===== config.mk =====
export PLATFORM = sky130hd
export DESIGN_NAME = sail_angle_speed_pid
export DESIGN_NICKNAME = d
export VERILOG_FILES = /design/src/rtl/sasp_pkg.sv /design/src/rtl/sasp_div.sv /design/src/rtl/sasp_ctrl.sv /design/src/rtl/sasp_dp.sv /design/src/rtl/sail_angle_speed_pid.sv
export SDC_FILE = /design/constraint.sdc
export NUM_CORES = 2
export LEC_CHECK = 0
export ABC_AREA = 0
export BUFFER_PORTS_ARGS = -buffer_cell sky130_fd_sc_hd__buf_2
export CORE_AREA = 2 2 475 477
export CTS_BUF_LIST = sky130_fd_sc_hd__clkbuf_2
export DETAILED_ROUTE_END_ITERATION = 7
export DIE_AREA = 0 0 477 479
export PLACE_DENSITY = 0.51
export SLEW_MARGIN = 0
export SYNTH_ARGS = -nofsm -noshare
export SYNTH_HDL_FRONTEND = slang
export SYNTH_HIERARCHICAL = 1
export SYNTH_SLANG_ARGS = --single-unit

===== constraint.sdc =====
create_clock -name clk_i -period 25.6 [get_ports clk_i]
set_input_delay 7.68 -clock clk_i [delete_from_list [all_inputs] [get_ports clk_i]]
set_output_delay 7.68 -clock clk_i [all_outputs]
set_load 0.1 [all_outputs]

===== src/rtl/sasp_pkg.sv =====
package sasp_pkg;

  // Field widths
  localparam int WIND_W      = 14;
  localparam int SPEED_W     = 16;
  localparam int ANGLE_W     = 12;
  localparam int CFG_ANGLE_W = 8;
  localparam int GAIN_W      = 16;
  localparam int CFG_IDX_W   = 3;
  localparam int CFG_DATA_W  = 16;

  // Datapath widths
  localparam int DVD_W  = 40;
  localparam int DVS_W  = 16;
  localparam int OPND_W = 33;
  localparam int PROD_W = 66;
  localparam int FACT_W = 50;
  localparam int ERR_W  = 17;
  localparam int PREV_W = 24;
  localparam int DOT_W  = 26;
  localparam int INTG_W = 32;
  localparam int INC_W  = 24;
  localparam int COS_W  = 31;

  localparam int COS_TABLE_BITS_DEF = 8;

  // Register indexes
  localparam logic [CFG_IDX_W-1:0] REG_MAX_ANGLE    = 3'd0;
  localparam logic [CFG_IDX_W-1:0] REG_MIN_ANGLE    = 3'd1;
  localparam logic [CFG_IDX_W-1:0] REG_SPEED_TARGET = 3'd2;
  localparam logic [CFG_IDX_W-1:0] REG_P_GAIN       = 3'd3;
  localparam logic [CFG_IDX_W-1:0] REG_I_GAIN       = 3'd4;
  localparam logic [CFG_IDX_W-1:0] REG_D_GAIN       = 3'd5;
  localparam logic [CFG_IDX_W-1:0] REG_LOOP_PERIOD  = 3'd6;
  localparam logic [CFG_IDX_W-1:0] REG_ANGLE_LAW    = 3'd7;

  // Datapath operations
  typedef logic [4:0] op_t;
  localparam op_t OP_NONE    = 5'd0;
  localparam op_t OP_LOAD    = 5'd1;
  localparam op_t OP_DIV_I   = 5'd2;
  localparam op_t OP_MUL_U   = 5'd3;
  localparam op_t OP_TAKE_W  = 5'd4;
  localparam op_t OP_MUL_R   = 5'd5;
  localparam op_t OP_TAKE_R  = 5'd6;
  localparam op_t OP_MUL_C   = 5'd7;
  localparam op_t OP_TAKE_C  = 5'd8;
  localparam op_t OP_DIV_L   = 5'd9;
  localparam op_t OP_TAKE_L  = 5'd10;
  localparam op_t OP_DIV_D   = 5'd11;
  localparam op_t OP_TAKE_D  = 5'd12;
  localparam op_t OP_MUL_INC = 5'd13;
  localparam op_t OP_MUL_P   = 5'd14;
  localparam op_t OP_DIV_P   = 5'd15;
  localparam op_t OP_MUL_D   = 5'd16;
  localparam op_t OP_MUL_I   = 5'd17;
  localparam op_t OP_TAKE_I  = 5'd18;
  localparam op_t OP_UPD     = 5'd19;
  localparam op_t OP_FINAL   = 5'd20;
  localparam op_t OP_ZERO    = 5'd21;

  typedef struct packed {
    op_t        op;
    logic [2:0] step;
  } cmd_t;

  typedef struct packed {
    logic in_ok;
    logic law;
    logic div_busy;
    logic e_pos;
    logic out_free;
  } sts_t;

  // Cosine polynomial, Q30
  localparam logic [COS_W-1:0] ONE_Q30 = 31'd1073741824;
  localparam logic [COS_W-1:0] CA1 = 31'd1324675880;
  localparam logic [COS_W-1:0] CA2 = 31'd272375583;
  localparam logic [COS_W-1:0] CA3 = 31'd22401993;
  localparam logic [COS_W-1:0] CA4 = 31'd987048;
  localparam logic [COS_W-1:0] CA5 = 31'd27060;
  localparam logic [2:0] COS_LAST_STEP = 3'd4;

  function automatic logic [COS_W-1:0] cos_coef(input logic [2:0] step);
    logic [COS_W-1:0] c;
    case (step)
      3'd0:    c = CA4;
      3'd1:    c = CA3;
      3'd2:    c = CA2;
      default: c = CA1;
    endcase
    return c;
  endfunction

endpackage


===== src/rtl/sasp_div.sv =====
module sasp_div (
  input  logic                         clk_i,
  input  logic                         rst_ni,
  input  logic                         start_i,
  input  logic [sasp_pkg::DVD_W-1:0]   dividend_i,
  input  logic [sasp_pkg::DVS_W-1:0]   divisor_i,
  output logic                         busy_o,
  output logic [sasp_pkg::DVD_W-1:0]   quotient_o
);
  import sasp_pkg::*;

  localparam int CntW = $clog2(DVD_W + 1);

  logic             busy_q, busy_d;
  logic [CntW-1:0]  cnt_q, cnt_d;
  logic [DVD_W-1:0] quo_q, quo_d;
  logic [DVS_W-1:0] rem_q, rem_d, dvs_q, dvs_d;
  logic [DVS_W:0]   trial, diff;

  // One quotient bit per cycle, restoring
  always_comb begin
    busy_d = busy_q;
    cnt_d  = cnt_q;
    quo_d  = quo_q;
    rem_d  = rem_q;
    dvs_d  = dvs_q;
    trial  = {rem_q, quo_q[DVD_W-1]};
    diff   = trial - {1'b0, dvs_q};
    if (start_i) begin
      busy_d = 1'b1;
      cnt_d  = CntW'(DVD_W);
      quo_d  = dividend_i;
      rem_d  = '0;
      dvs_d  = divisor_i;
    end else if (busy_q) begin
      if (!diff[DVS_W]) begin
        rem_d = diff[DVS_W-1:0];
        quo_d = {quo_q[DVD_W-2:0], 1'b1};
      end else begin
        rem_d = trial[DVS_W-1:0];
        quo_d = {quo_q[DVD_W-2:0], 1'b0};
      end
      cnt_d = cnt_q - 1'b1;
      if (cnt_q == CntW'(1)) begin
        busy_d = 1'b0;
      end
    end
  end

  always_ff @(posedge clk_i or negedge rst_ni) begin
    if (!rst_ni) begin
      busy_q <= 1'b0;
      cnt_q  <= '0;
    end else begin
      busy_q <= busy_d;
      cnt_q  <= cnt_d;
    end
  end

  always_ff @(posedge clk_i) begin
    quo_q <= quo_d;
    rem_q <= rem_d;
    dvs_q <= dvs_d;
  end

  assign busy_o     = busy_q;
  assign quotient_o = quo_q;

`ifndef SYNTHESIS
  a_no_restart: assert property (@(posedge clk_i) disable iff (!rst_ni)
    start_i |-> !busy_q) else $error("divider started while busy");
`endif

endmodule


===== src/rtl/sasp_ctrl.sv =====
module sasp_ctrl (
  input  logic            clk_i,
  input  logic            rst_ni,
  input  logic            in_valid_i,
  output logic            in_stall_o,
  input  sasp_pkg::sts_t  sts_i,
  output sasp_pkg::cmd_t  cmd_o
);
  import sasp_pkg::*;

  localparam logic [4:0] S_IDLE    = 5'd0;
  localparam logic [4:0] S_DIV_I   = 5'd1;
  localparam logic [4:0] S_MUL_U   = 5'd3;
  localparam logic [4:0] S_TAKE_W  = 5'd4;
  localparam logic [4:0] S_MUL_R   = 5'd5;
  localparam logic [4:0] S_TAKE_R  = 5'd6;
  localparam logic [4:0] S_MUL_C   = 5'd7;
  localparam logic [4:0] S_TAKE_C  = 5'd8;
  localparam logic [4:0] S_DIV_L   = 5'd9;
  localparam logic [4:0] S_TAKE_L  = 5'd11;
  localparam logic [4:0] S_DIV_D   = 5'd12;
  localparam logic [4:0] S_WAIT_D  = 5'd13;
  localparam logic [4:0] S_TAKE_D  = 5'd14;
  localparam logic [4:0] S_MUL_INC = 5'd15;
  localparam logic [4:0] S_MUL_P   = 5'd16;
  localparam logic [4:0] S_DIV_P   = 5'd17;
  localparam logic [4:0] S_WAIT_P  = 5'd18;
  localparam logic [4:0] S_MUL_D   = 5'd19;
  localparam logic [4:0] S_MUL_I   = 5'd20;
  localparam logic [4:0] S_TAKE_I  = 5'd21;
  localparam logic [4:0] S_UPD     = 5'd22;
  localparam logic [4:0] S_FINAL   = 5'd23;
  localparam logic [4:0] S_ZERO    = 5'd24;

  logic [4:0] state_q, state_d;
  logic [2:0] step_q, step_d;

  always_comb begin
    state_d    = state_q;
    step_d     = step_q;
    cmd_o.op   = OP_NONE;
    cmd_o.step = step_q;
    case (state_q)
      S_IDLE: begin
        if (in_valid_i) begin
          cmd_o.op = OP_LOAD;
          if (sts_i.in_ok) begin
            state_d = sts_i.law ? S_DIV_L : S_DIV_I;
          end
        end
      end
      S_DIV_I: begin
        cmd_o.op = OP_DIV_I;
        state_d  = S_MUL_U;
      end
      S_MUL_U: begin
        cmd_o.op = OP_MUL_U;
        state_d  = S_TAKE_W;
      end
      S_TAKE_W: begin
        cmd_o.op = OP_TAKE_W;
        step_d   = '0;
        state_d  = S_MUL_R;
      end
      S_MUL_R: begin
        cmd_o.op = OP_MUL_R;
        state_d  = S_TAKE_R;
      end
      S_TAKE_R: begin
        cmd_o.op = OP_TAKE_R;
        if (step_q == COS_LAST_STEP) begin
          state_d = S_MUL_C;
        end else begin
          step_d  = step_q + 1'b1;
          state_d = S_MUL_R;
        end
      end
      S_MUL_C: begin
        cmd_o.op = OP_MUL_C;
        state_d  = S_TAKE_C;
      end
      S_TAKE_C: begin
        cmd_o.op = OP_TAKE_C;
        state_d  = S_DIV_D;
      end
      S_DIV_L: begin
        cmd_o.op = OP_DIV_L;
        state_d  = S_TAKE_L;
      end
      S_TAKE_L: begin
        cmd_o.op = OP_TAKE_L;
        state_d  = S_DIV_D;
      end
      S_DIV_D: begin
        cmd_o.op = OP_DIV_D;
        state_d  = S_WAIT_D;
      end
      S_WAIT_D: begin
        if (!sts_i.div_busy) state_d = S_TAKE_D;
      end
      S_TAKE_D: begin
        cmd_o.op = OP_TAKE_D;
        state_d  = sts_i.e_pos ? S_MUL_INC : S_ZERO;
      end
      S_MUL_INC: begin
        cmd_o.op = OP_MUL_INC;
        state_d  = S_MUL_P;
      end
      S_MUL_P: begin
        cmd_o.op = OP_MUL_P;
        state_d  = S_DIV_P;
      end
      S_DIV_P: begin
        cmd_o.op = OP_DIV_P;
        state_d  = S_WAIT_P;
      end
      S_WAIT_P: begin
        if (!sts_i.div_busy) state_d = S_MUL_D;
      end
      S_MUL_D: begin
        cmd_o.op = OP_MUL_D;
        state_d  = S_MUL_I;
      end
      S_MUL_I: begin
        cmd_o.op = OP_MUL_I;
        state_d  = S_TAKE_I;
      end
      S_TAKE_I: begin
        cmd_o.op = OP_TAKE_I;
        state_d  = S_UPD;
      end
      S_UPD: begin
        cmd_o.op = OP_UPD;
        state_d  = S_FINAL;
      end
      S_FINAL: begin
        if (sts_i.out_free) begin
          cmd_o.op = OP_FINAL;
          state_d  = S_IDLE;
        end
      end
      S_ZERO: begin
        if (sts_i.out_free) begin
          cmd_o.op = OP_ZERO;
          state_d  = S_IDLE;
        end
      end
      default: state_d = S_IDLE;
    endcase
  end

  always_ff @(posedge clk_i or negedge rst_ni) begin
    if (!rst_ni) begin
      state_q <= S_IDLE;
      step_q  <= '0;
    end else begin
      state_q <= state_d;
      step_q  <= step_d;
    end
  end

  assign in_stall_o = (state_q != S_IDLE);

`ifndef SYNTHESIS
  a_step_range: assert property (@(posedge clk_i) disable iff (!rst_ni)
    state_q == S_TAKE_R |-> step_q <= COS_LAST_STEP) else $error("cosine step overrun");
  a_drop_missing: assert property (@(posedge clk_i) disable iff (!rst_ni)
    (state_q == S_IDLE && in_valid_i && !sts_i.in_ok) |=> state_q == S_IDLE)
    else $error("missing-data transaction left idle");
`endif

endmodule


===== src/rtl/sasp_dp.sv =====
module sasp_dp #(
  parameter int CosTableBits = sasp_pkg::COS_TABLE_BITS_DEF
) (
  input  logic                                  clk_i,
  input  logic                                  rst_ni,
  input  sasp_pkg::cmd_t                        cmd_i,
  output sasp_pkg::sts_t                        sts_o,
  input  logic                                  cfg_we_i,
  input  logic [sasp_pkg::CFG_IDX_W-1:0]        cfg_index_i,
  input  logic [sasp_pkg::CFG_DATA_W-1:0]       cfg_data_i,
  input  logic signed [sasp_pkg::WIND_W-1:0]    wind_dir_i,
  input  logic                                  wind_known_i,
  input  logic [sasp_pkg::SPEED_W-1:0]          speed_i,
  input  logic                                  speed_known_i,
  output logic                                  out_valid_o,
  input  logic                                  out_stall_i,
  output logic [sasp_pkg::ANGLE_W-1:0]          sail_angle_o,
  output logic                                  clipped_o
);
  import sasp_pkg::*;

  localparam int KW = CosTableBits + 1;
  localparam logic [KW-1:0] N_K = {1'b1, {CosTableBits{1'b0}}};
  localparam logic signed [WIND_W:0] TURN_S   = 15'sd5760;
  localparam logic signed [WIND_W:0] TURN2_S  = 15'sd11520;
  // ceil(2^32 / 45): exact floor(x / 45) for x below 2^18
  localparam logic [OPND_W-1:0] RECIP_45 = 33'd95443718;

  // Configuration
  logic [CFG_ANGLE_W-1:0] max_q, min_q;
  logic [GAIN_W-1:0]      target_q, pg_q, ig_q, dg_q, period_q;
  logic                   law_q;

  // Working registers
  logic signed [WIND_W-1:0] dir_q;
  logic [SPEED_W-1:0]       speed_q;
  logic [COS_W-1:0]         w_q, r_q;
  logic [ANGLE_W-1:0]       base_q;
  logic signed [DOT_W-1:0]  dot_q;
  logic [INC_W-1:0]         inc_q;
  logic signed [FACT_W-1:0] factor_q;
  logic signed [PROD_W-1:0] prod_q;
  logic signed [PREV_W-1:0] prev_q;
  logic signed [INTG_W-1:0] integral_q;
  logic                     out_valid_q;
  logic [ANGLE_W-1:0]       angle_q;
  logic                     clip_q;

  logic signed [WIND_W:0]   dir_x, p_x;
  logic [12:0]              phase;
  logic [1:0]               quad;
  logic [10:0]              rem_w;
  logic [11:0]              a_w;
  logic [19:0]              lin_lo, lin_hi, lin_num;
  logic [23:0]              idx_num;
  logic [GAIN_W-1:0]        target_eff, period_eff;
  logic signed [ERR_W-1:0]  e_w;
  logic signed [ERR_W:0]    diff_w;
  logic [ERR_W:0]           diff_mag;
  logic [KW-1:0]            i_w, k_w;
  logic [COS_W-1:0]         u_w, cp_w, shr_w;
  logic [OPND_W-1:0]        one_minus;
  logic [41:0]              csum;
  logic [ANGLE_W-1:0]       cbase, hi_w, lo_w;
  logic [DOT_W-1:0]         qmag;
  logic [INTG_W:0]          isum;
  logic                     fac_in, load_out, mul_en;

  logic                     div_start, div_busy;
  logic [DVD_W-1:0]         div_dvd, div_quo;
  logic [DVS_W-1:0]         div_dvs;
  logic signed [OPND_W-1:0] opa, opb;

  // Phase folding into one turn, quadrant and remainder
  always_comb begin
    dir_x = {dir_q[WIND_W-1], dir_q};
    if (dir_x < -TURN_S)       p_x = dir_x + TURN2_S;
    else if (dir_x < 0)        p_x = dir_x + TURN_S;
    else if (dir_x >= TURN_S)  p_x = dir_x - TURN_S;
    else                       p_x = dir_x;
    phase = p_x[12:0];
    if (phase >= 13'd4320) begin
      quad  = 2'd3;
      rem_w = 11'(phase - 13'd4320);
    end else if (phase >= 13'd2880) begin
      quad  = 2'd2;
      rem_w = 11'(phase - 13'd2880);
    end else if (phase >= 13'd1440) begin
      quad  = 2'd1;
      rem_w = 11'(phase - 13'd1440);
    end else begin
      quad  = 2'd0;
      rem_w = phase[10:0];
    end
    a_w = (phase >= 13'd2880) ? 12'(13'd5760 - phase) : phase[11:0];
  end

  assign lin_lo     = min_q * (12'd2880 - a_w);
  assign lin_hi     = max_q * a_w;
  // Divide by 180 as (x / 4) / 45, by 1440 as (x / 32) / 45
  assign lin_num    = lin_lo + lin_hi + 20'd90;
  assign idx_num    = (24'(rem_w) << CosTableBits) + 24'd720;
  assign target_eff = (target_q == '0) ? GAIN_W'(1) : target_q;
  assign period_eff = (period_q == '0) ? GAIN_W'(1) : period_q;
  assign e_w        = $signed({1'b0, target_q}) - $signed({1'b0, speed_q});
  assign diff_w     = ERR_W'(0) + {e_w[ERR_W-1], e_w} - prev_q[ERR_W:0];
  assign diff_mag   = diff_w[ERR_W] ? (~diff_w + 1'b1) : diff_w;

  // Cosine point index, mirrored in odd quadrants
  assign i_w   = prod_q[32+KW-1:32];
  assign k_w   = quad[0] ? (N_K - i_w) : i_w;
  assign u_w   = COS_W'(k_w) << (30 - CosTableBits);
  assign shr_w = prod_q[60:30];
  assign cp_w  = (r_q >= ONE_Q30) ? '0 : (ONE_Q30 - r_q);
  assign one_minus = (quad[0] ^ quad[1]) ? (OPND_W'(ONE_Q30) + OPND_W'(cp_w))
                                         : (OPND_W'(ONE_Q30) - OPND_W'(cp_w));
  assign csum  = prod_q[41:0] + 42'h0_2000_0000;
  assign cbase = csum[41:30];
  assign hi_w  = {max_q, 4'b0000};
  assign lo_w  = {min_q, 4'b0000};
  assign qmag  = {1'b0, div_quo[DOT_W-2:0]};
  assign isum  = {integral_q[INTG_W-1], integral_q} + (INTG_W + 1)'(inc_q);
  assign fac_in = !factor_q[FACT_W-1] && (factor_q[FACT_W-1:16] == '0)
                  && (factor_q[15:0] != '0);
  assign load_out = (cmd_i.op == OP_FINAL) || (cmd_i.op == OP_ZERO);

  // Divider operand select
  always_comb begin
    div_start = 1'b0;
    div_dvd   = '0;
    div_dvs   = DVS_W'(1);
    case (cmd_i.op)
      OP_DIV_D: begin
        div_start = 1'b1;
        div_dvd   = DVD_W'(diff_mag) << 8;
        div_dvs   = period_eff;
      end
      OP_DIV_P: begin
        div_start = 1'b1;
        div_dvd   = DVD_W'(prod_q[31:0]) << 8;
        div_dvs   = target_eff;
      end
      default: ;
    endcase
  end

  sasp_div u_div (
    .clk_i      (clk_i),
    .rst_ni     (rst_ni),
    .start_i    (div_start),
    .dividend_i (div_dvd),
    .divisor_i  (div_dvs),
    .busy_o     (div_busy),
    .quotient_o (div_quo)
  );

  // Shared multiplier operand select
  always_comb begin
    mul_en = 1'b1;
    opa    = '0;
    opb    = '0;
    case (cmd_i.op)
      OP_DIV_I: begin
        opa = OPND_W'(idx_num[23:5]);
        opb = RECIP_45;
      end
      OP_DIV_L: begin
        opa = OPND_W'(lin_num[19:2]);
        opb = RECIP_45;
      end
      OP_MUL_U: begin
        opa = OPND_W'(u_w);
        opb = OPND_W'(u_w);
      end
      OP_MUL_R: begin
        opa = OPND_W'(r_q);
        opb = OPND_W'(w_q);
      end
      OP_MUL_C: begin
        opa = one_minus;
        opb = OPND_W'(720);
      end
      OP_MUL_INC: begin
        opa = OPND_W'(e_w);
        opb = OPND_W'(period_eff);
      end
      OP_MUL_P: begin
        opa = OPND_W'(pg_q);
        opb = OPND_W'(e_w);
      end
      OP_MUL_D: begin
        opa = OPND_W'(dg_q);
        opb = OPND_W'(dot_q);
      end
      OP_MUL_I: begin
        opa = OPND_W'(ig_q);
        opb = OPND_W'(integral_q);
      end
      OP_UPD: begin
        opa = OPND_W'(base_q);
        opb = OPND_W'(factor_q[27:0]);
      end
      default: mul_en = 1'b0;
    endcase
  end

  // Configuration, state and output control
  always_ff @(posedge clk_i or negedge rst_ni) begin
    if (!rst_ni) begin
      max_q       <= 8'd90;
      min_q       <= 8'd10;
      target_q    <= 16'd256;
      pg_q        <= 16'd1280;
      ig_q        <= 16'd128;
      dg_q        <= 16'd256;
      period_q    <= 16'd128;
      law_q       <= 1'b0;
      prev_q      <= '0;
      integral_q  <= '0;
      out_valid_q <= 1'b0;
    end else begin
      if (cfg_we_i) begin
        case (cfg_index_i)
          REG_MAX_ANGLE:    max_q    <= cfg_data_i[CFG_ANGLE_W-1:0];
          REG_MIN_ANGLE:    min_q    <= cfg_data_i[CFG_ANGLE_W-1:0];
          REG_SPEED_TARGET: target_q <= cfg_data_i;
          REG_P_GAIN:       pg_q     <= cfg_data_i;
          REG_I_GAIN:       ig_q     <= cfg_data_i;
          REG_D_GAIN:       dg_q     <= cfg_data_i;
          REG_LOOP_PERIOD:  period_q <= cfg_data_i;
          REG_ANGLE_LAW:    law_q    <= cfg_data_i[0];
          default: ;
        endcase
      end
      if (cmd_i.op == OP_TAKE_D) begin
        prev_q <= PREV_W'(e_w);
      end
      if (cmd_i.op == OP_UPD && fac_in) begin
        integral_q <= (!isum[INTG_W] && isum[INTG_W-1]) ? {1'b0, {(INTG_W-1){1'b1}}}
                                                        : isum[INTG_W-1:0];
      end
      if (load_out) begin
        out_valid_q <= 1'b1;
      end else if (out_valid_q && !out_stall_i) begin
        out_valid_q <= 1'b0;
      end
    end
  end

  // Payload registers
  always_ff @(posedge clk_i) begin
    if (mul_en) begin
      prod_q <= opa * opb;
    end
    case (cmd_i.op)
      OP_LOAD: begin
        dir_q   <= wind_dir_i;
        speed_q <= speed_i;
      end
      OP_TAKE_W: begin
        w_q <= shr_w;
        r_q <= CA5;
      end
      OP_TAKE_R: begin
        r_q <= (cmd_i.step == COS_LAST_STEP) ? shr_w : (cos_coef(cmd_i.step) - shr_w);
      end
      OP_TAKE_C: begin
        if (cbase > hi_w)      base_q <= hi_w;
        else if (cbase < lo_w) base_q <= lo_w;
        else                   base_q <= cbase;
      end
      OP_TAKE_L: base_q <= prod_q[32+ANGLE_W-1:32];
      OP_TAKE_D: dot_q  <= diff_w[ERR_W] ? -$signed(qmag) : $signed(qmag);
      OP_MUL_P:  inc_q  <= prod_q[INC_W+7:8];
      OP_MUL_D:  factor_q <= FACT_W'(div_quo);
      OP_MUL_I:  factor_q <= factor_q + prod_q[FACT_W-1:0];
      OP_TAKE_I: factor_q <= factor_q + prod_q[FACT_W-1:0];
      OP_FINAL: begin
        if (base_q == '0) begin
          angle_q <= '0;
          clip_q  <= 1'b0;
        end else if (factor_q[FACT_W-1]) begin
          angle_q <= '0;
          clip_q  <= 1'b1;
        end else if ((factor_q[FACT_W-2:28] != '0) || (prod_q[39:28] != '0)) begin
          angle_q <= '1;
          clip_q  <= 1'b1;
        end else begin
          angle_q <= prod_q[27:16];
          clip_q  <= 1'b0;
        end
      end
      OP_ZERO: begin
        angle_q <= '0;
        clip_q  <= 1'b0;
      end
      default: ;
    endcase
  end

  assign sts_o.in_ok    = wind_known_i & speed_known_i;
  assign sts_o.law      = law_q;
  assign sts_o.div_busy = div_busy;
  assign sts_o.e_pos    = !e_w[ERR_W-1] && (e_w != '0);
  assign sts_o.out_free = !out_valid_q || !out_stall_i;

  assign out_valid_o  = out_valid_q;
  assign sail_angle_o = angle_q;
  assign clipped_o    = clip_q;

`ifndef SYNTHESIS
  a_no_overwrite: assert property (@(posedge clk_i) disable iff (!rst_ni)
    (load_out && out_valid_q) |-> !out_stall_i) else $error("result overwritten");
  a_integral_up: assert property (@(posedge clk_i) disable iff (!rst_ni)
    !$stable(integral_q) |-> (integral_q > $past(integral_q)))
    else $error("integral moved down");
`endif

endmodule


===== src/rtl/sail_angle_speed_pid.sv =====
// Channel  Handshake                  Payload
// cfg      cfg_valid_i / cfg_ready_o  cfg_index_i, cfg_data_i
// in       in_valid_i / in_stall_o    wind_dir_i, wind_known_i, speed_i, speed_known_i
// out      out_valid_o / out_stall_i  sail_angle_o, clipped_o
//
// One transaction at a time. The input stalls after an accept until the transaction
// is done, longer with the cosine law than with the linear law; the two serial divisions
// by loop period and speed target set most of that. When speed is at or above target
// the tick ends early and the result is a zero angle.
// A transaction with a missing flag is dropped in its accept cycle.
// Reset restores register defaults and clears the PID history; no clearing pass.
// A result waits in the output register; the next transaction is taken meanwhile
// and only its own result stalls on a full output register.
module sail_angle_speed_pid #(
  parameter int CosTableBits = sasp_pkg::COS_TABLE_BITS_DEF
) (
  input  logic                                  clk_i,
  input  logic                                  rst_ni,
  input  logic                                  cfg_valid_i,
  output logic                                  cfg_ready_o,
  input  logic [sasp_pkg::CFG_IDX_W-1:0]        cfg_index_i,
  input  logic [sasp_pkg::CFG_DATA_W-1:0]       cfg_data_i,
  input  logic                                  in_valid_i,
  output logic                                  in_stall_o,
  input  logic signed [sasp_pkg::WIND_W-1:0]    wind_dir_i,
  input  logic                                  wind_known_i,
  input  logic [sasp_pkg::SPEED_W-1:0]          speed_i,
  input  logic                                  speed_known_i,
  output logic                                  out_valid_o,
  input  logic                                  out_stall_i,
  output logic [sasp_pkg::ANGLE_W-1:0]          sail_angle_o,
  output logic                                  clipped_o
);
  import sasp_pkg::*;

  cmd_t cmd;
  sts_t sts;

  // Registers are always writable; writes land only while idle by contract
  assign cfg_ready_o = 1'b1;

  // Sequencer: steps the datapath through cosine, law, and PID phases
  sasp_ctrl u_ctrl (
    .clk_i      (clk_i),
    .rst_ni     (rst_ni),
    .in_valid_i (in_valid_i),
    .in_stall_o (in_stall_o),
    .sts_i      (sts),
    .cmd_o      (cmd)
  );

  // Datapath: config registers, shared multiplier, serial divider, PID state
  sasp_dp #(
    .CosTableBits (CosTableBits)
  ) u_dp (
    .clk_i         (clk_i),
    .rst_ni        (rst_ni),
    .cmd_i         (cmd),
    .sts_o         (sts),
    .cfg_we_i      (cfg_valid_i & cfg_ready_o),
    .cfg_index_i   (cfg_index_i),
    .cfg_data_i    (cfg_data_i),
    .wind_dir_i    (wind_dir_i),
    .wind_known_i  (wind_known_i),
    .speed_i       (speed_i),
    .speed_known_i (speed_known_i),
    .out_valid_o   (out_valid_o),
    .out_stall_i   (out_stall_i),
    .sail_angle_o  (sail_angle_o),
    .clipped_o     (clipped_o)
  );

endmodule

# ---- Word level (Yosys, flattened, before mapping)
# Index checks and enable logic that the tools add are counted.
dict set report totals {
  wordCells 246
  out_inout_bits 16
  regBits 512
  input_bits 56
}
dict set report classes {
  mul 3
  n_bitwise 3
  n_mux 66
  order_cmp 9
  addsub 26
  n_eq_ne 60
  reduce_logical 49
}
# cell n
set ops {}
lappend ops {{one-hot mux 33 bit (10 select lines)} 1}
lappend ops {{one-hot mux 33 bit (9 select lines)} 1}
lappend ops {{one-hot mux 5 bit (21 select lines)} 2}
lappend ops {{one-hot mux 50 bit (2 select lines)} 1}
lappend ops {{2-to-1 mux 31 bit} 3}
lappend ops {{one-hot mux 31 bit (3 select lines)} 1}
lappend ops {{2-to-1 mux 40 bit} 2}
lappend ops {{one-hot mux 40 bit (2 select lines)} 1}
lappend ops {{equality test 5 x 4 -> 1 bit (second input constant)} 15}
lappend ops {{equality test 5 bit (second input constant)} 15}
lappend ops {{2-to-1 mux 12 bit} 6}
lappend ops {{one-hot mux 31 bit (2 select lines)} 1}
lappend ops {{multiplier 33 x 33 -> 61 bit} 1}
lappend ops {{adder 50 bit} 1}
lappend ops {{2-to-1 mux 16 bit} 3}
lappend ops {{one-hot mux 12 bit (2 select lines)} 2}
lappend ops {{adder 42 x 30 -> 42 bit (second input constant)} 1}
lappend ops {{equality test 5 x 3 -> 1 bit (second input constant)} 8}
lappend ops {{2-to-1 mux 5 bit} 8}
lappend ops {{2-to-1 mux 13 bit} 3}
lappend ops {{zero test 34 bit} 1}
lappend ops {{adder 32 x 25 -> 33 bit} 1}
lappend ops {{2-to-1 mux 11 bit} 3}
lappend ops {{2-to-1 mux 33 bit} 1}
lappend ops {{73 further kinds} 134}

# ---- Depth between registers and ports, before layout
dict set report logic_depth {
  ltp_word 12
  depth_mapped 68
  depth_no_buf 66
}

# ---- By module
# The synthesis kept the hierarchy.
# mod cells_each area_per_inst_um2 seq_area_each_um2 instances
set by_module_without_submodules {}
lappend by_module_without_submodules {sasp_dp 8012 72804.8 12041.5 1}
lappend by_module_without_submodules {sasp_div 374 4307.9 2177.1 1}
lappend by_module_without_submodules {sasp_ctrl 115 840.8 200.2 1}
lappend by_module_without_submodules {sail_angle_speed_pid 2 11.3 0.0 1}

# ---- Worst setup path after synthesis
# Ideal clock, no wire load.
dict set report synth_timing {
  kind {input port to flip-flop}
  start {input port out_stall_i}
  end {register u_dp.prod_q[59] (data pin)}
  arrival_ps 17487
  setup_time_ps 258
  setup_slack_ps 7856
  cell_stages 42
  path_cell_list {nand2_1 -> inv_1 -> nor3_1 -> a21oi_1 -> nor2_1 -> o21a_1 -> clkbuf_1 -> nand2_1 -> nor3_1 -> clkbuf_1 -> clkbuf_1 -> buf_1 -> a22oi_1 -> nand3_1 -> clkbuf_1 -> clkbuf_1 -> nand2_1 -> fa_1 -> [6 not listed] -> fa_1 -> fa_1 -> fa_1 -> inv_1 -> fa_1 -> inv_1 -> ha_1 -> and2_1 -> nand4_1 -> nor3_1 -> o21ai_0 -> o211a_1 -> o311a_1 -> nand2b_1 -> a21oi_1 -> a211o_1 -> a21oi_1 -> xnor2_1}
}
# item line
set synth_rtl {}
lappend synth_rtl {{start, declared} sail_angle_speed_pid.sv:30} ;# input logic out_stall_i,
lappend synth_rtl {{end signal, assigned} sasp_dp.sv:253} ;# prod_q <= opa * opb;
lappend synth_rtl {{end, declared} sasp_dp.sv:42} ;# logic signed [PROD_W-1:0] prod_q;

# ---- Worst setup path in the final report
dict set report layout_timing {
  start {register u_dp.dir_q[2]}
  end {register u_dp.prod_q[60] (data pin)}
}
dict set report layout_between {
  elab_chain_len 12
  word_cells_on_any_way 35
}
# item line
set layout_lines {}
lappend layout_lines {{start, declared} sasp_dp.sv:35} ;# logic signed [WIND_W-1:0] dir_q;
lappend layout_lines {{start signal, assigned} sasp_dp.sv:257} ;# dir_q <= wind_dir_i;
lappend layout_lines {{subtractor 13 bit or greater-or-equal comparator 14 bit (tied branches)} sasp_dp.sv:79} ;# else if (dir_x >= TURN_S) p_x = dir_x - TURN_S;
lappend layout_lines {{2-to-1 mux 13 bit} sasp_dp.sv:79}
lappend layout_lines {{2-to-1 mux 13 bit} sasp_dp.sv:78} ;# else if (dir_x < 0) p_x = dir_x + TURN_S;
lappend layout_lines {{2-to-1 mux 13 bit (*)} sasp_dp.sv:77} ;# if (dir_x < -TURN_S) p_x = dir_x + TURN2_S;
lappend layout_lines {{subtractor 11 x 12 -> 12 bit, or another cell as far along} sasp_dp.sv:95} ;# a_w = (phase >= 13'd2880) ? 12'(13'd5760 - phase) : phase[11:0];
lappend layout_lines {{2-to-1 mux 12 bit or 2-to-1 mux 1 bit (tied branches)} {sasp_dp.sv:95, sasp_dp.sv:88}}
lappend layout_lines {{subtractor 12 x 12 -> 13 bit or 2-to-1 mux 2 bit (tied branches)} {sasp_dp.sv:98, sasp_dp.sv:85}}
lappend layout_lines {{multiplier 8 x 20 -> 20 bit or 2-to-1 mux 2 bit (tied branches)} {sasp_dp.sv:98, sasp_dp.sv:82}}
lappend layout_lines {{adder 20 bit or XOR 1 bit (tied branches)} {sasp_dp.sv:101, sasp_dp.sv:115}}
lappend layout_lines {{adder 20 x 7 -> 20 bit or 2-to-1 mux 33 bit (tied branches)} {sasp_dp.sv:101, sasp_dp.sv:115}}
lappend layout_lines {{one-hot mux 33 bit (10 select lines)} sasp_dp.sv:162} ;# case (cmd_i.op)
lappend layout_lines {{multiplier 33 x 33 -> 61 bit (*)} sasp_dp.sv:253}
# Every way passes the cells marked *; elsewhere a longest branch is shown, timed or not.
# A chain may end at the register's enable or synchronous reset.

==> metrics.txt <==
# TYPE chip_impl_metric gauge
chip_impl_info{name="grt_setup_unrepaired",value="false"} 1
chip_impl_info{name="clock-root-buffer",value="sky130_fd_sc_hd__clkbuf_2"} 1
chip_impl_metric{name="max_cap_viols",unit=""} 0
chip_impl_metric{name="placeableCoreArea",unit="mm^2"} 0.224
chip_impl_metric{name="die_height",unit="um"} 479
chip_impl_metric{name="synthCells",unit=""} 8503
chip_impl_metric{name="total_power",unit="uW"} 5020
chip_impl_metric{name="grt_overflow_total",unit=""} 0
chip_impl_metric{name="ys.warnings.count",unit=""} 6
chip_impl_metric{name="routabilityCongestion",unit=""} 0.941
chip_impl_metric{name="setup_viol_count_final",unit=""} 0
chip_impl_info{name="status",value="finished clean"} 1
chip_impl_info{name="yosys_most_used_dff",value="sky130_fd_sc_hd__edfxtp_1"} 1
chip_impl_info{name="min-delay-path-class",value="flop to flop"} 1
chip_impl_metric{name="synth_cell_types",unit=""} 112
chip_impl_metric{name="grt_max_degree",unit=""} 74
chip_impl_metric{name="global_route_wire_length_before_repair",unit="um"} 431000
chip_impl_metric{name="tightest_pin_transition",unit="ns"} 1.41
chip_impl_metric{name="via_per_inst",unit=""} 5.36
chip_impl_metric{name="crit_fanout",unit=""} 20
chip_impl_metric{name="synthesis.area_per_instance",unit="um^2"} 9.17
chip_impl_metric{name="postSynthRegisterBits",unit=""} 512
chip_impl_metric{name="synthesis.area",unit="mm^2"} 0.0780
chip_impl_metric{name="post_cts_hold_buffer_count",unit=""} 0
chip_impl_info{name="cp-end-kind",value="flop"} 1
chip_impl_metric{name="ant_nets",unit=""} 0
chip_impl_metric{name="dr.first_iter.drc_count",unit=""} 5526
chip_impl_metric{name="cts_bufs_inserted",unit=""} 143
chip_impl_metric{name="cts_setup_buffers",unit=""} 0
chip_impl_metric{name="rows",unit=""} 174
chip_impl_metric{name="final_max_slew_viol_count",unit=""} 0
chip_impl_metric{name="post_synth_edffs",unit=""} 334
chip_impl_metric{name="worstPathRequired",unit="ns"} 26.85
chip_impl_metric{name="final-hold-violation-count",unit=""} 0
chip_impl_metric{name="clockBufferDepth",unit=""} 3
chip_impl_metric{name="postCtsResizedCells",unit=""} 0
chip_impl_info{name="cpMaxStageDelayCell",value="sky130_fd_sc_hd__xnor2_1"} 1
chip_impl_metric{name="hold_depth",unit=""} 2
chip_impl_metric{name="max_clock_freq",unit="MHz"} 50.8
chip_impl_info{name="critical_path.startpoint_type",value="flop"} 1
chip_impl_metric{name="port-buffer-count",unit=""} 70
chip_impl_metric{name="grt_pass1_vias",unit=""} 64700
chip_impl_metric{name="detail_route.wl_per_cell",unit="um"} 24.9
chip_impl_metric{name="die_x_extent",unit="um"} 477
chip_impl_metric{name="cts_num_sinks",unit=""} 512
chip_impl_metric{name="initial_utilization",unit=""} 0.349
chip_impl_metric{name="final.period_utilization",unit=""} 0.770
chip_impl_metric{name="detailroute.via_count",unit=""} 62600
chip_impl_metric{name="postSynth.asyncResetShare",unit=""} 0.316
chip_impl_metric{name="die_footprint",unit="mm^2"} 0.228
chip_impl_metric{name="post-dp-hpwl",unit="um"} 223000
chip_impl_metric{name="routed_wl",unit="um"} 291000
chip_impl_metric{name="globalRouteTotalUtil",unit=""} 0.254
chip_impl_metric{name="slowest_delay",unit="ns"} 0.68
chip_impl_metric{name="drt_first_pass_iters",unit=""} 6
chip_impl_metric{name="cp_num_cells",unit=""} 58
chip_impl_metric{name="timing.final.crit_period",unit="ns"} 19.70
chip_impl_metric{name="drt_drc",unit=""} 0
chip_impl_metric{name="cellLeakagePower",unit="uW"} 0.0383
chip_impl_metric{name="worst_ir_drop_vdd",unit="uV"} 194
chip_impl_info{name="timing.setup.critical_path_class",value="flop to flop"} 1
chip_impl_metric{name="insertion_delay",unit="ns"} 1.55
chip_impl_info{name="cpMostUsedCell",value="sky130_fd_sc_hd__fa_1"} 1
chip_impl_metric{name="timing.max_slew.rel_slack",unit=""} 0.0577
chip_impl_metric{name="clk_transition_reported_paths",unit="ns"} 0.13
chip_impl_metric{name="worst_hold_slack",unit="ns"} 0.510
chip_impl_metric{name="worst-r2r-cell-count",unit=""} 58
chip_impl_info{name="cts_tree",value="yes"} 1
chip_impl_metric{name="num-nets-final",unit=""} 10300
chip_impl_metric{name="ios",unit=""} 72
chip_impl_metric{name="cp_num_buf_inv",unit=""} 8
chip_impl_metric{name="final.setup_skew",unit="ns"} 0.195
chip_impl_metric{name="power.density_cell_area",unit="mW/mm^2"} 60.0
chip_impl_metric{name="antenna_found_initial",unit=""} 22
chip_impl_metric{name="drive_above_1_share",unit=""} 0.0874
chip_impl_metric{name="synth.yosys.seq_area_share",unit=""} 0.185
chip_impl_metric{name="area_growth_syn_to_layout",unit="%"} 7.40
chip_impl_metric{name="ctsHtreeMaxLevel",unit=""} 4
chip_impl_metric{name="fin_setup_tns",unit="ns"} 0
chip_impl_info{name="critical-path-top-delay-family",value="adder cells"} 1
chip_impl_metric{name="timing.critical_path.arrival",unit="ns"} 20.95
worst min-delay path, stage by stage, from the launching register on:
cell                       delay [ns]
sky130_fd_sc_hd__dfxtp_1         0.34
sky130_fd_sc_hd__nand2_1         0.06
sky130_fd_sc_hd__o211ai_1        0.07
routing by layer:
layer	wire, um	track usage
met5	101	0
met2	135000	0.412
met3	22900	0.0502
met1	119000	0.330
met4	13700	0.111
cell type report:
class,count,area [um^2]
fillers,23100,140000
multi-input cells,6117,56700
inverters,1541,5780
clock inverters,50,354
flip-flops and latches,512,14400
diodes,13,32.5
repair buffers,241,1640
clock buffers,214,1070
well taps,2992,3740
state kept, by name, summed over array words and instances, names as in the netlist, 17 cells and up:
signal,flops
u_dp/prod_q,61
u_dp/factor_q,50
u_dp/r_q,31
u_dp/integral_q,32
u_dp/w_q,31
u_dp/dot_q,26
u_dp/u_div/quotient_o,40
u_dp/prev_q,17
u_dp/inc_q,24
through the flow:
stage               std cells  instance area [um^2]   util  worst slack [ns]
floorplan                8557                 78200      -              7.86
global placement        11400                 82300  0.368              5.51
detailed placement      11400                 82300  0.368              5.52
CTS                     11700                 83700  0.374              5.86
global route            11700                 83700  0.374              4.92
finish                  11700                 83700  0.374              5.90
logic make-up (layout without fill, tap and decap cells):
family	count (synthesis)	after routing	synth area share
compound gates	1328	1328	0.114
xor+xnor	344	344	0.0389
fa+ha+maj	1732	1732	0.400
buf+inv	1928	2046	0.0947
flops	512	512	0.185
mux	147	147	0.0211
other cells	3	70	0.000144
simple gates	2509	2509	0.146
where the power goes:
part / switching (uW) / internal (uW)
clock network: 422 / 270
logic: 2020 / 1310
registers: 51.5 / 948
total: 2500 / 2530
cell usage after synthesis, drive strengths merged, types with 22 or more instances:
| cell | count | area (um^2) |
|---|---|---|
| inv | 1534 | 5760 |
| fa | 1268 | 25400 |
| nand2 | 1176 | 4420 |
| nor2 | 529 | 1990 |
| ha | 464 | 5810 |
| edfxtp | 334 | 10000 |
| a21oi | 326 | 1650 |
| clkbuf | 315 | 1180 |
| o21ai | 307 | 1550 |
| and2 | 242 | 1510 |
| xnor2 | 242 | 2130 |
| dfrtp | 150 | 3750 |
| mux2 | 136 | 1530 |
| a21o | 102 | 766 |
| xor2 | 101 | 885 |
| nand3 | 90 | 450 |
| nor3 | 85 | 437 |
| nand2b | 73 | 459 |
| buf | 72 | 415 |
| a22oi | 65 | 488 |
| o21a | 63 | 474 |
| nor2b | 59 | 369 |
| a31oi | 48 | 307 |
| nand4 | 46 | 288 |
| nor4 | 45 | 307 |
| a211oi | 39 | 320 |
| o211ai | 36 | 270 |
| or3 | 35 | 219 |
| a221oi | 33 | 308 |
| and3 | 31 | 194 |
| o21bai | 31 | 233 |
| o31ai | 31 | 248 |
| a22o | 28 | 245 |
| or4 | 22 | 169 |
placed cells by master (no fill, tap or decap), types with 26 or more instances in the layout:
master,count
sky130_fd_sc_hd__a221oi_1,30
sky130_fd_sc_hd__o21ai_0,278
sky130_fd_sc_hd__xnor2_1,240
sky130_fd_sc_hd__buf_2,69
sky130_fd_sc_hd__a211oi_1,34
sky130_fd_sc_hd__a21o_1,101
sky130_fd_sc_hd__ha_1,464
sky130_fd_sc_hd__mux2_2,136
sky130_fd_sc_hd__nand4_1,46
sky130_fd_sc_hd__dfrtp_1,150
sky130_fd_sc_hd__nor3_1,79
sky130_fd_sc_hd__o211ai_1,36
sky130_fd_sc_hd__fa_1,1267
sky130_fd_sc_hd__nand2b_1,72
sky130_fd_sc_hd__nand3_1,90
sky130_fd_sc_hd__a22oi_1,65
sky130_fd_sc_hd__inv_1,1532
sky130_fd_sc_hd__and3_1,31
sky130_fd_sc_hd__clkinv_1,32
sky130_fd_sc_hd__nor2_1,521
sky130_fd_sc_hd__a21oi_1,320
sky130_fd_sc_hd__conb_1,57
sky130_fd_sc_hd__o21bai_1,31
sky130_fd_sc_hd__buf_4,171
sky130_fd_sc_hd__and2_1,240
sky130_fd_sc_hd__o31ai_1,26
sky130_fd_sc_hd__or3_1,35
sky130_fd_sc_hd__edfxtp_1,334
sky130_fd_sc_hd__nor4_1,40
sky130_fd_sc_hd__xor2_1,101
sky130_fd_sc_hd__a31oi_1,46
sky130_fd_sc_hd__a22o_1,28
sky130_fd_sc_hd__nand2_1,1172
sky130_fd_sc_hd__o21a_1,62
sky130_fd_sc_hd__nor2b_1,58
sky130_fd_sc_hd__clkbuf_2,214
final timing paths:
path | start | to | slack [ns]
min in group asynchronous | rst_ni | u_dp/prev_q[14] | 6.04
min reg2reg | u_dp/u_div/rem_q[11] | u_dp/u_div/rem_q[11] | 0.51
max | u_dp/dir_q[2] | u_dp/prod_q[60] | 5.90
min | u_dp/u_div/rem_q[11] | u_dp/u_div/rem_q[11] | 0.51
max reg2reg | u_dp/dir_q[2] | u_dp/prod_q[60] | 5.90
max in group asynchronous | rst_ni | u_dp/min_q[2] | 17.38
Power figures use the tool's default switching activity.
